--- src/hw/rtl/sequence_gap_loss_monitor_macros.svh ---
// Assertion macros shared by the sequence gap loss monitor RTL.
`ifndef SEQUENCE_GAP_LOSS_MONITOR_MACROS_SVH
`define SEQUENCE_GAP_LOSS_MONITOR_MACROS_SVH

`ifndef NO_ASSERTIONS
// Check a property at each rising edge, ignored while reset is high.
`define SGLM_ASSERT(label, clk, rst, prop, msg) \
  label: assert property (@(posedge clk) disable iff (rst) prop) else $error(msg);
// Check a property at each rising edge, reset included.
`define SGLM_ASSERT_ALWAYS(label, clk, prop, msg) \
  label: assert property (@(posedge clk) prop) else $error(msg);
`else
`define SGLM_ASSERT(label, clk, rst, prop, msg)
`define SGLM_ASSERT_ALWAYS(label, clk, prop, msg)
`endif

`endif

--- src/hw/rtl/sglm_pkg.sv ---
// Shared constants for the sequence gap loss monitor.
package sglm_pkg;

  localparam int NODE_COUNT = 16;
  localparam int NODE_W     = (NODE_COUNT > 1) ? $clog2(NODE_COUNT) : 1;
  localparam int SEQ_W      = 8;
  localparam int ID_W       = 8;
  localparam int TALLY_W    = 32;
  localparam int MINEXP_W   = 16;
  localparam int RATE_W     = 10;
  localparam int PERMILLE   = 1000;
  localparam int NUM_W      = TALLY_W + RATE_W;
  localparam int STEP_W     = $clog2(NUM_W + 1);
  localparam int QUO_W      = RATE_W + 1;

  localparam logic [RATE_W-1:0] RATE_CAP      = RATE_W'(PERMILLE);
  localparam logic [SEQ_W-1:0]  REORDER_LIMIT = SEQ_W'(128);

endpackage

--- src/hw/rtl/sglm_div.sv ---
// Shift-subtract divider for the rounded, capped loss rate.
module sglm_div (
  input  logic                               clk,
  input  logic                               rst,
  input  logic                               start,
  input  logic [sglm_pkg::TALLY_W-1:0]       lost,
  input  logic [sglm_pkg::TALLY_W-1:0]       expected,
  output logic                               done,
  output logic [sglm_pkg::RATE_W-1:0]        rate
);

  logic                               busy;
  logic [sglm_pkg::STEP_W-1:0]        steps;
  logic [sglm_pkg::NUM_W-1:0]         num;
  logic [sglm_pkg::TALLY_W-1:0]       den;
  logic [sglm_pkg::TALLY_W-1:0]       rem;
  logic [sglm_pkg::QUO_W-1:0]         quo;
  logic                               ovf;
  logic [sglm_pkg::TALLY_W:0]         rem_sh;
  logic                               fits;

  assign rem_sh = {rem, num[sglm_pkg::NUM_W-1]};
  assign fits   = (rem_sh >= {1'b0, den});

  always_ff @(posedge clk) begin
    if (rst) begin
      busy  <= 1'b0;
      done  <= 1'b0;
      steps <= '0;
    end else begin
      done <= 1'b0;
      if (start) begin
        busy  <= 1'b1;
        steps <= sglm_pkg::STEP_W'(sglm_pkg::NUM_W);
        // numerator with half the divisor added for rounding
        num   <= {{sglm_pkg::RATE_W{1'b0}}, lost} * sglm_pkg::NUM_W'(sglm_pkg::PERMILLE)
                 + sglm_pkg::NUM_W'(expected >> 1);
        den   <= expected;
        rem   <= '0;
        quo   <= '0;
        ovf   <= 1'b0;
      end else if (busy) begin
        num   <= num << 1;
        rem   <= fits ? sglm_pkg::TALLY_W'(rem_sh - {1'b0, den})
                      : rem_sh[sglm_pkg::TALLY_W-1:0];
        quo   <= {quo[sglm_pkg::QUO_W-2:0], fits};
        // any bit pushed out of the narrow quotient means the cap applies
        ovf   <= ovf | quo[sglm_pkg::QUO_W-1];
        steps <= steps - 1'b1;
        if (steps == sglm_pkg::STEP_W'(1)) begin
          busy <= 1'b0;
          done <= 1'b1;
        end
      end
    end
  end

  assign rate = (ovf || (quo > {1'b0, sglm_pkg::RATE_CAP})) ? sglm_pkg::RATE_CAP
                                                             : quo[sglm_pkg::RATE_W-1:0];

endmodule

--- src/hw/rtl/sequence_gap_loss_monitor.sv ---
// Per-node sequence gap loss monitor: top level with node table and sequencer.
// Order: a rejected frame passes S_UPDATE and then S_FINISH; a frame whose rate reads zero passes
// S_UPDATE, S_START and S_FINISH; otherwise S_DIVIDE runs the 42-step shift-subtract divider before S_FINISH.
// Flow: one frame at a time, a new one taken only back in S_IDLE;
// a result held by out_ready stalls the input.
// Reset (synchronous, rst high) clears the node table seen bits and loads own_node_id = 1,
// min_expected_count = 10; entries read as zero until a node's first frame.
`include "sequence_gap_loss_monitor_macros.svh"

module sequence_gap_loss_monitor (
  input  logic                                clk,
  input  logic                                rst,
  // configuration
  input  logic                                psel,
  input  logic                                penable,
  input  logic                                pwrite,
  input  logic [2:0]                          paddr,
  input  logic [31:0]                         pwdata,
  output logic [31:0]                         prdata,
  output logic                                pready,
  // frame header channel
  input  logic                                in_valid,
  output logic                                in_ready,
  input  logic [sglm_pkg::ID_W-1:0]           source_node,
  input  logic [sglm_pkg::SEQ_W-1:0]          seq_number,
  // statistics channel
  output logic                                out_valid,
  input  logic                                out_ready,
  output logic                                accepted,
  output logic [sglm_pkg::ID_W-1:0]           node_index,
  output logic [sglm_pkg::TALLY_W-1:0]        frames_seen,
  output logic [sglm_pkg::TALLY_W-1:0]        frames_lost,
  output logic [sglm_pkg::TALLY_W-1:0]        frames_expected,
  output logic [sglm_pkg::RATE_W-1:0]         loss_permille
);

  localparam logic REG_OWN_NODE = 1'b0;
  localparam logic REG_MIN_EXP  = 1'b1;

  typedef enum logic [2:0] {
    S_IDLE,
    S_UPDATE,
    S_START,
    S_DIVIDE,
    S_FINISH
  } state_t;

  state_t state;

  logic [sglm_pkg::ID_W-1:0]      own_node_id;
  logic [sglm_pkg::MINEXP_W-1:0]  min_expected_count;

  logic [sglm_pkg::NODE_COUNT-1:0] seen_flag;
  logic [sglm_pkg::SEQ_W-1:0]      prior_seq   [sglm_pkg::NODE_COUNT];
  logic [sglm_pkg::TALLY_W-1:0]    frame_tally [sglm_pkg::NODE_COUNT];
  logic [sglm_pkg::TALLY_W-1:0]    lost_tally  [sglm_pkg::NODE_COUNT];

  logic [sglm_pkg::ID_W-1:0]      node_reg;
  logic [sglm_pkg::SEQ_W-1:0]     seq_reg;

  logic                           res_accepted;
  logic [sglm_pkg::TALLY_W-1:0]   res_frames;
  logic [sglm_pkg::TALLY_W-1:0]   res_lost;
  logic [sglm_pkg::TALLY_W-1:0]   res_expected;
  logic [sglm_pkg::RATE_W-1:0]    res_rate;

  logic [sglm_pkg::NODE_W-1:0]    idx;
  logic                           rejected;
  logic                           hit;
  logic [sglm_pkg::SEQ_W-1:0]     old_prior;
  logic [sglm_pkg::TALLY_W-1:0]   old_frames;
  logic [sglm_pkg::TALLY_W-1:0]   old_lost;
  logic [sglm_pkg::SEQ_W-1:0]     gap;
  logic [sglm_pkg::TALLY_W-1:0]   frames_next;
  logic [sglm_pkg::TALLY_W-1:0]   lost_next;
  logic [sglm_pkg::SEQ_W-1:0]     prior_next;
  logic                           table_we;
  logic                           rate_zero;
  logic                           div_start;
  logic                           div_done;
  logic [sglm_pkg::RATE_W-1:0]    div_rate;
  logic                           cfg_we;

  // ---------------------------------------------------------------- config
  assign pready = 1'b1;
  assign cfg_we = psel && penable && pwrite;

  always_ff @(posedge clk) begin
    if (rst) begin
      own_node_id        <= sglm_pkg::ID_W'(1);
      min_expected_count <= sglm_pkg::MINEXP_W'(10);
    end else if (cfg_we) begin
      unique case (paddr[2])
        REG_OWN_NODE: own_node_id        <= pwdata[sglm_pkg::ID_W-1:0];
        REG_MIN_EXP:  min_expected_count <= pwdata[sglm_pkg::MINEXP_W-1:0];
        default: ;
      endcase
    end
  end

  always_comb begin
    unique case (paddr[2])
      REG_OWN_NODE: prdata = {{(32 - sglm_pkg::ID_W){1'b0}}, own_node_id};
      REG_MIN_EXP:  prdata = {{(32 - sglm_pkg::MINEXP_W){1'b0}}, min_expected_count};
      default:      prdata = '0;
    endcase
  end

  // ---------------------------------------------------------------- node table update
  assign idx      = node_reg[sglm_pkg::NODE_W-1:0];
  assign rejected = (node_reg == '0) || (node_reg == own_node_id) ||
                    ({1'b0, node_reg} >= 9'(sglm_pkg::NODE_COUNT));

  // an entry not yet seen reads as zero
  assign hit        = seen_flag[idx];
  assign old_prior  = hit ? prior_seq[idx]   : '0;
  assign old_frames = hit ? frame_tally[idx] : '0;
  assign old_lost   = hit ? lost_tally[idx]  : '0;

  assign gap         = seq_reg - old_prior;
  assign frames_next = old_frames + 1'b1;
  assign lost_next   = (hit && (gap != '0) && (gap < sglm_pkg::REORDER_LIMIT))
                       ? old_lost + sglm_pkg::TALLY_W'(gap - 1'b1) : old_lost;
  assign prior_next  = (!hit || (gap != '0)) ? seq_reg : old_prior;

  assign table_we  = (state == S_UPDATE) && !rejected;
  assign rate_zero = (res_expected == '0) ||
                     (res_expected < sglm_pkg::TALLY_W'(min_expected_count));
  assign div_start = (state == S_START) && !rate_zero;

  always_ff @(posedge clk) begin
    if (rst) begin
      seen_flag <= '0;
    end else if (table_we) begin
      seen_flag[idx] <= 1'b1;
    end
  end

  always_ff @(posedge clk) begin
    if (table_we) begin
      prior_seq[idx]   <= prior_next;
      frame_tally[idx] <= frames_next;
      lost_tally[idx]  <= lost_next;
    end
  end

  // ---------------------------------------------------------------- divider
  sglm_div u_div (
    .clk      (clk),
    .rst      (rst),
    .start    (div_start),
    .lost     (res_lost),
    .expected (res_expected),
    .done     (div_done),
    .rate     (div_rate)
  );

  // ---------------------------------------------------------------- sequencer
  assign in_ready = (state == S_IDLE);

  always_ff @(posedge clk) begin
    if (rst) begin
      state     <= S_IDLE;
      out_valid <= 1'b0;
    end else begin
      // drop a taken beat unless the next one replaces it this cycle
      if (out_valid && out_ready && (state != S_FINISH)) begin
        out_valid <= 1'b0;
      end
      unique case (state)
        S_IDLE: begin
          if (in_valid) begin
            node_reg <= source_node;
            seq_reg  <= seq_number;
            state    <= S_UPDATE;
          end
        end
        S_UPDATE: begin
          res_rate <= '0;
          if (rejected) begin
            res_accepted <= 1'b0;
            res_frames   <= '0;
            res_lost     <= '0;
            res_expected <= '0;
            state        <= S_FINISH;
          end else begin
            res_accepted <= 1'b1;
            res_frames   <= frames_next;
            res_lost     <= lost_next;
            res_expected <= frames_next + lost_next;
            state        <= S_START;
          end
        end
        S_START: begin
          state <= rate_zero ? S_FINISH : S_DIVIDE;
        end
        S_DIVIDE: begin
          if (div_done) begin
            res_rate <= div_rate;
            state    <= S_FINISH;
          end
        end
        S_FINISH: begin
          // hold until the output register is free
          if (!out_valid || out_ready) begin
            out_valid       <= 1'b1;
            accepted        <= res_accepted;
            node_index      <= res_accepted ? node_reg : '0;
            frames_seen     <= res_frames;
            frames_lost     <= res_lost;
            frames_expected <= res_expected;
            loss_permille   <= res_rate;
            state           <= S_IDLE;
          end
        end
        default: state <= S_IDLE;
      endcase
    end
  end

  // ---------------------------------------------------------------- assertions
  `SGLM_ASSERT(a_rate_capped, clk, rst, out_valid |-> loss_permille <= sglm_pkg::RATE_CAP, "loss rate above cap")
  `SGLM_ASSERT(a_expected_sum, clk, rst, (out_valid && accepted) |-> frames_expected == frames_seen + frames_lost, "expected count mismatch")
  `SGLM_ASSERT(a_reject_zero, clk, rst, (out_valid && !accepted) |-> (frames_seen == '0 && frames_lost == '0 && loss_permille == '0), "rejected beat carries data")
  `SGLM_ASSERT(a_div_done_in_divide, clk, rst, div_done |-> state == S_DIVIDE, "divider finished outside divide phase")
  `SGLM_ASSERT(a_node_filtered, clk, rst, (out_valid && accepted) |-> (node_index != '0 && node_index != own_node_id), "filtered node reported")

endmodule
--- config.mk ---
export PLATFORM = sky130hd
export DESIGN_NAME = sequence_gap_loss_monitor
export DESIGN_NICKNAME = d
export VERILOG_FILES = /design/src/hw/rtl/sglm_pkg.sv /design/src/hw/rtl/sglm_div.sv /design/src/hw/rtl/sequence_gap_loss_monitor.sv
export VERILOG_INCLUDE_DIRS = /design/src /design/src/hw/rtl
export SDC_FILE = /design/constraint.sdc
export NUM_CORES = 2
export LEC_CHECK = 0
export BUFFER_PORTS_ARGS = -buffer_cell sky130_fd_sc_hd__buf_2
export CAP_MARGIN = 20
export CORE_ASPECT_RATIO = 1.75
export CORE_UTILIZATION = 35
export DETAILED_ROUTE_END_ITERATION = 16
export PLACE_DENSITY_LB_ADDON = 0.25
export SYNTH_ARGS = -nofsm -noshare
export SYNTH_HDL_FRONTEND = slang
export SYNTH_SLANG_ARGS = --single-unit
--- constraint.sdc ---
create_clock -name clk -period 20.6 [get_ports clk]
set_input_delay 2.06 -clock clk [delete_from_list [all_inputs] [get_ports clk]]
set_output_delay 2.06 -clock clk [all_outputs]
set_load 0.1 [all_outputs]
# --- Yosys cells after proc, flatten, opt, wreduce, memory -nomap -nowiden ---
# Memories as Yosys holds them, arrays and structs flattened. A register that Yosys moved wholly into a read port is not among the register bits.
# Cells that the tools add are included.
totals:
  mem_bits_rw: 1152
  memories: 3
  wordCells: 137
  out_inout_bits: 150
  regBits: 408
  in_bits: 58
classes:
  reduce_logical: 36
  eq_ne: 10
  n_bitwise: 5
  mul: 1
  n_addsub: 8
  n_lt_le_gt_ge: 7
  mux: 40
mem_list:
  columns: ["memory", "depth", "word_bits", "rd", "rd_clocked_by_memory_dff", "wr", "line_no", "rtl"]
  rows:
  - ["frame_tally", 16, 32, 1, 1, 1, "sequence_gap_loss_monitor.sv:55", "logic [sglm_pkg::TALLY_W-1:0] frame_tally [sglm_pkg::NODE_COUNT];"]
  - ["lost_tally", 16, 32, 1, 1, 1, "sequence_gap_loss_monitor.sv:56", "logic [sglm_pkg::TALLY_W-1:0] lost_tally [sglm_pkg::NODE_COUNT];"]
  - ["prior_seq", 16, 8, 1, 1, 1, "sequence_gap_loss_monitor.sv:54", "logic [sglm_pkg::SEQ_W-1:0] prior_seq [sglm_pkg::NODE_COUNT];"]
ops:
  columns: ["op", "n"]
  rows:
  - ["$mux W32", 5]
  - ["$mux W42", 2]
  - ["$add A32 B32 Y32", 2]
  - ["$pmux W32 S2", 1]
  - ["$add A42 B31 Y42", 1]
  - ["$mul A32 B7 Y39 const B", 1]
  - ["$ge A33 B32 Y1", 1]
  - ["$add A32 B1 Y32 const B", 1]
  - ["$logic_not A32 Y1", 1]
  - ["$lt A32 B16 Y1", 1]
  - ["$sub A32 B32 Y32", 1]
  - ["$mux W10", 2]
  - ["$pmux W10 S2", 1]
  - ["$mux W8", 2]
  - ["$or A16 B16 Y16", 1]
  - ["$mux W3", 5]
  - ["$pmux W3 S5", 1]
  - ["$mux W1", 13]
  - ["$mux W4", 3]
  - ["$mux W6", 2]
  - ["$reduce_and A3 Y1", 4]
  - ["$gt A11 B10 Y1 const B", 1]
  - ["$mux W11", 1]
  - ["$reduce_and A2 Y1", 5]
  - ["28 further kinds", 49]

# --- Logic depth before layout (Yosys ltp) ---
depth:
  ltp_word: 9
  depth_mapped: 45
  mapped_depth_nobuf: 36

# --- Cells and area by module ---
# Synthesis repeated with hierarchy kept, for this count alone.
hier_totals:
  cells_unflattened: 4570
  hier_area_um2: 73364.1
modules_own_cells:
  columns: ["mod", "cells_each", "area_each_um2", "seq_area_each_um2", "instances"]
  rows:
  - ["sequence_gap_loss_monitor", 3075, 59007.8, 42701.0, 1]
  - ["sglm_div", 1495, 14356.3, 3703.6, 1]

# --- Worst setup path before layout ---
# No wires, ideal clock.
synth_path:
  path_kind: "flip-flop to flip-flop"
  from: "register (tool-made name)"
  to: "register res_expected[31] in the netlist's numbering, data pin"
  arrival_ns: 10.880
  n_path_buf: 10
  path_slack_ns: 9.460
  stages_incl_launch_ff: 39
  setup_ns: 0.260
  required_time_ns: 20.340
  period_less_slack_ns: 11.140
  cell_sequence: "dfxtp_1 buf_4 buf_6 buf_6 buf_6 buf_2 buf_4 buf_4 buf_2 clkbuf_1 clkbuf_1 mux4_2 mux4_2 and2_1 ha_1 fa_1 nor2b_1 o21a_1 [... 3 more ...] a21o_1 a21o_1 a21o_1 a21o_1 a211oi_1 a21boi_0 o21ai_0 nand2_1 xnor2_1 o21ai_0 ha_1 a21o_1 a21o_1 a221o_1 a41oi_1 o311a_1 xnor2_1 mux2_4"
synth_lines:
  columns: ["item", "line_no", "rtl"]
  rows:
  - ["end signal, assigned", "sequence_gap_loss_monitor.sv:190", "res_expected <= frames_next + lost_next;"]
  - ["end, declared", "sequence_gap_loss_monitor.sv:64", "logic [sglm_pkg::TALLY_W-1:0] res_expected;"]

==> metrics.txt <==
# TYPE chip_impl_metric gauge
chip_impl_metric{name="synth_xor_xnor_area_share",unit="%"} 2.33
chip_impl_info{name="dominantRegCellSynth",value="sky130_fd_sc_hd__edfxtp_1"} 1
chip_impl_metric{name="ctsResizeCount",unit=""} 0
chip_impl_metric{name="first_pass_grt_wire_length",unit="mm"} 280
chip_impl_metric{name="yosysSeqAreaShare",unit="%"} 64.5
chip_impl_metric{name="die_height",unit="µm"} 602
chip_impl_metric{name="globalplace.congestion",unit=""} 0.887
chip_impl_metric{name="final_min_period_over_clock_period",unit="%"} 54.2
chip_impl_metric{name="fin_nets",unit=""} 5181
chip_impl_metric{name="die_width",unit="µm"} 345
chip_impl_metric{name="netlist_area",unit="µm²"} 71900
chip_impl_metric{name="die-area",unit="µm²"} 207000
chip_impl_metric{name="dr.pass1.iters",unit=""} 5
chip_impl_metric{name="grt_start_max_net_pins",unit=""} 84
chip_impl_info{name="final_cell_mix",value="sky130_fd_sc_hd__edfxtp_1, sky130_fd_sc_hd__mux4_2, sky130_fd_sc_hd__nand2_1"} 1
chip_impl_metric{name="start_util",unit="%"} 35.3
chip_impl_metric{name="vdd.ir_drop.worst",unit="mV"} 0.0618
chip_impl_metric{name="post_cts.repair.setup_buffers",unit=""} 0
chip_impl_metric{name="core_region_area",unit="µm²"} 204000
chip_impl_metric{name="detailedRoute.firstIterationViolations",unit=""} 2504
chip_impl_metric{name="max_freq",unit="MHz"} 89.6
chip_impl_metric{name="cp_data_arrival_time",unit="ps"} 11670
chip_impl_metric{name="rows",unit=""} 219
chip_impl_metric{name="area_growth",unit="%"} 12.9
chip_impl_info{name="run_status",value="finished clean"} 1
chip_impl_metric{name="number_of_antenna_violations_at_the_first_check_in_global_routing",unit=""} 4
chip_impl_info{name="timing.setup.critical_path_class",value="register to register"} 1
chip_impl_info{name="layout.cells.most_common",value="sky130_fd_sc_hd__edfxtp_1"} 1
chip_impl_metric{name="detailedPlacementHpwl",unit="mm"} 125
chip_impl_info{name="hold_path_class",value="register to register"} 1
chip_impl_metric{name="groute.usage.overall",unit="%"} 18.4
chip_impl_metric{name="worst_skew_pair.late_latency",unit="ps"} 810
chip_impl_metric{name="totalPowerFinal",unit="µW"} 8360
chip_impl_metric{name="final_max_slew_viol_count",unit=""} 0
chip_impl_metric{name="ff_latch_area",unit="µm²"} 46400
chip_impl_metric{name="fill_cells",unit=""} 18700
chip_impl_metric{name="cpPeakStageDelay",unit="ps"} 780
chip_impl_info{name="grt_setup_unrepaired",value="no"} 1
chip_impl_metric{name="drc_errors",unit=""} 0
chip_impl_metric{name="synthesis.area_per_instance",unit="µm²"} 16.3
chip_impl_metric{name="finClkSkew",unit="ps"} 61.7
chip_impl_metric{name="fraction_of_registers_with_async_set_or_reset_after_synthesis",unit="%"} 0
chip_impl_metric{name="number_of_hold_buffers_added_after_cts",unit=""} 0
chip_impl_info{name="combinational_family_with_the_most_area_after_synthesis",value="multiplexers"} 1
chip_impl_metric{name="finalSetupTns",unit="ps"} 0
chip_impl_metric{name="grt_overflow",unit=""} 0
chip_impl_metric{name="finalHoldViolations",unit=""} 0
chip_impl_metric{name="final-setup-viol-count",unit=""} 0
chip_impl_info{name="crit_path_top_delay_cell",value="sky130_fd_sc_hd__dfxtp_4"} 1
chip_impl_metric{name="dp.cells",unit=""} 7254
chip_impl_metric{name="synth_seq_cells",unit=""} 1564
chip_impl_metric{name="preCtsSetupSlack",unit="ps"} 9360
chip_impl_metric{name="route.antenna.remaining_nets",unit=""} 0
chip_impl_metric{name="worst_slack",unit="ps"} 9440
chip_impl_info{name="timing.critical_path.mode_cell",value="sky130_fd_sc_hd__nand2_1"} 1
chip_impl_metric{name="cts_h_tree_depth",unit=""} 4
chip_impl_metric{name="post_cts_clock_slew_at_the_launch_and_capture_registers_of_the_worst_setup_and_hold_paths",unit="ps"} 70
chip_impl_metric{name="area_used_by_multi_input_combinational_logic",unit="µm²"} 24600
chip_impl_metric{name="power.density_cell_area",unit="nW/µm²"} 103
chip_impl_metric{name="fin_cells",unit=""} 7526
chip_impl_info{name="tritoncts",value="done"} 1
chip_impl_metric{name="synth-warning-count",unit=""} 0
chip_impl_metric{name="io_pins",unit=""} 208
chip_impl_info{name="cp-start-kind",value="register"} 1
chip_impl_info{name="clock_tree.root_cell",value="sky130_fd_sc_hd__clkbuf_16"} 1
chip_impl_metric{name="total_leakage_power",unit="µW"} 0.0275
chip_impl_metric{name="timing.max_cap.violations",unit=""} 0
chip_impl_metric{name="route.detailed.vias_per_inst",unit=""} 5.31
chip_impl_info{name="type_of_element_capturing_the_critical_path",value="register"} 1
chip_impl_metric{name="share_of_final_layout_standard_cells_stronger_than_drive_strength_1",unit="%"} 18.9
chip_impl_metric{name="finalWirelength",unit="mm"} 191
chip_impl_metric{name="path_max_fanout",unit=""} 32
chip_impl_metric{name="synth_cells",unit=""} 4415
chip_impl_metric{name="yosysUniqueCellTypes",unit=""} 87
chip_impl_metric{name="clock-sinks",unit=""} 1564
chip_impl_metric{name="max-clock-path-buffers",unit=""} 4
chip_impl_metric{name="via_count",unit=""} 40000
chip_impl_metric{name="synth_mux_area_share",unit="%"} 11.6
chip_impl_metric{name="synth-edff-count",unit=""} 1508
chip_impl_metric{name="synthAdderAreaFrac",unit="%"} 7.53
chip_impl_metric{name="cts-buffers-inserted",unit=""} 148
chip_impl_metric{name="max_slew_headroom",unit="%"} 25.5
chip_impl_info{name="top_regs",value="frame_tally (512), lost_tally (512), prior_seq (128)"} 1
chip_impl_metric{name="finalCriticalPeriod",unit="ps"} 11160
chip_impl_metric{name="synth-simple-area-share",unit="%"} 6.51
chip_impl_metric{name="complex_gate_fraction_of_the_synthesized_area",unit="%"} 5.46
chip_impl_metric{name="critPathRequiredTime",unit="ps"} 21110
chip_impl_metric{name="avgRoutedWirePerCell",unit="µm"} 25.4
chip_impl_metric{name="numPortBuffers",unit=""} 172
chip_impl_metric{name="first_global_vias",unit=""} 42300
chip_impl_metric{name="tightestPinTransition",unit="ps"} 1110
[per-layer routing]
| layer | vias up | routed length, µm | global-route usage [%] |
|---|---|---|---|
| met5 | - | 16 | 0 |
| met4 | 2 | 9200 | 8.37 |
| met3 | 351 | 7540 | 2.36 |
| met2 | 920 | 103000 | 34.4 |
| met1 | 21000 | 71000 | 20.3 |
| li1 | 17700 | - | - |
[critical path, delay by kind of cell (launching register included)]
family                   cells  cell delay, ps
AND/OR/NAND/NOR             10            1690
XOR/XNOR                     2             320
buffers and inverters        3            1460
adder cells (fa/ha/maj)      3            1310
AO/OA/AOI/OAI               11            3830
flip-flops                   1             780
multiplexers                 3            1420
[through the flow]
| stage | area, µm² | utilization [%] | hold WS (ps) |
|---|---|---|---|
| floorplan | 72200 | - | 400 |
| global placement | 76400 | 37.5 | 401 |
| detailed placement | 76500 | 37.5 | 405 |
| CTS | 81100 | 39.8 | 417 |
| global route | 81200 | 39.8 | 422 |
| finish | 81200 | 39.8 | 416 |
[cell type report]
cell class	count	share of cell area, %
antenna	3	0.00924
clock buffer	184	4.84
clock inverter	73	0.807
inverter	131	0.609
multi-input combinational	2629	30.2
sequential	1564	57.1
tap	2652	4.09
timing repair buffer	290	2.25
[path summary, 6_finish.rpt]
path / startpoint / to / slack, ps / cells after the start
min: res_rate[4] / loss_permille[4] / 420 / 0
min reg2reg: res_rate[4] / loss_permille[4] / 420 / 0
max: register / res_expected[31] / 9440 / 32
max reg2reg: register / res_expected[31] / 9440 / 32
[cells in the mapped netlist (78+ instances only)]
| cell | n | area share [%] |
|---|---|---|
| sky130_fd_sc_hd__a21o_1 | 78 | 0.81 |
| sky130_fd_sc_hd__a21oi_1 | 181 | 1.3 |
| sky130_fd_sc_hd__and2_1 | 102 | 0.89 |
| sky130_fd_sc_hd__clkbuf_1 | 93 | 0.49 |
| sky130_fd_sc_hd__edfxtp_1 | 1508 | 63 |
| sky130_fd_sc_hd__fa_1 | 123 | 3.4 |
| sky130_fd_sc_hd__ha_1 | 236 | 4.1 |
| sky130_fd_sc_hd__inv_1 | 130 | 0.68 |
| sky130_fd_sc_hd__mux4_2 | 341 | 11 |
| sky130_fd_sc_hd__nand2_1 | 317 | 1.7 |
| sky130_fd_sc_hd__nor2_1 | 248 | 1.3 |
| sky130_fd_sc_hd__o21ai_0 | 131 | 0.91 |
| sky130_fd_sc_hd__xnor2_1 | 112 | 1.4 |
[where the power goes]
| group | internal (µW) | switching (µW) | total (µW) |
|---|---|---|---|
| registers | 3480 | 42.3 | 3520 |
| clock network | 1480 | 1190 | 2670 |
| logic | 898 | 1270 | 2160 |
[cell families (layout without fill, tap and decap cells)]
group	Yosys count	count (layout)
buffers and inverters	309	678
AO/OA/AOI/OAI	612	612
flip-flops	1564	1564
multiplexers	400	400
adder cells (fa/ha/maj)	359	359
AND/OR/NAND/NOR	981	981
XOR/XNOR	188	188
other	2	92
No activity file was read; power rests on OpenSTA's default activity.
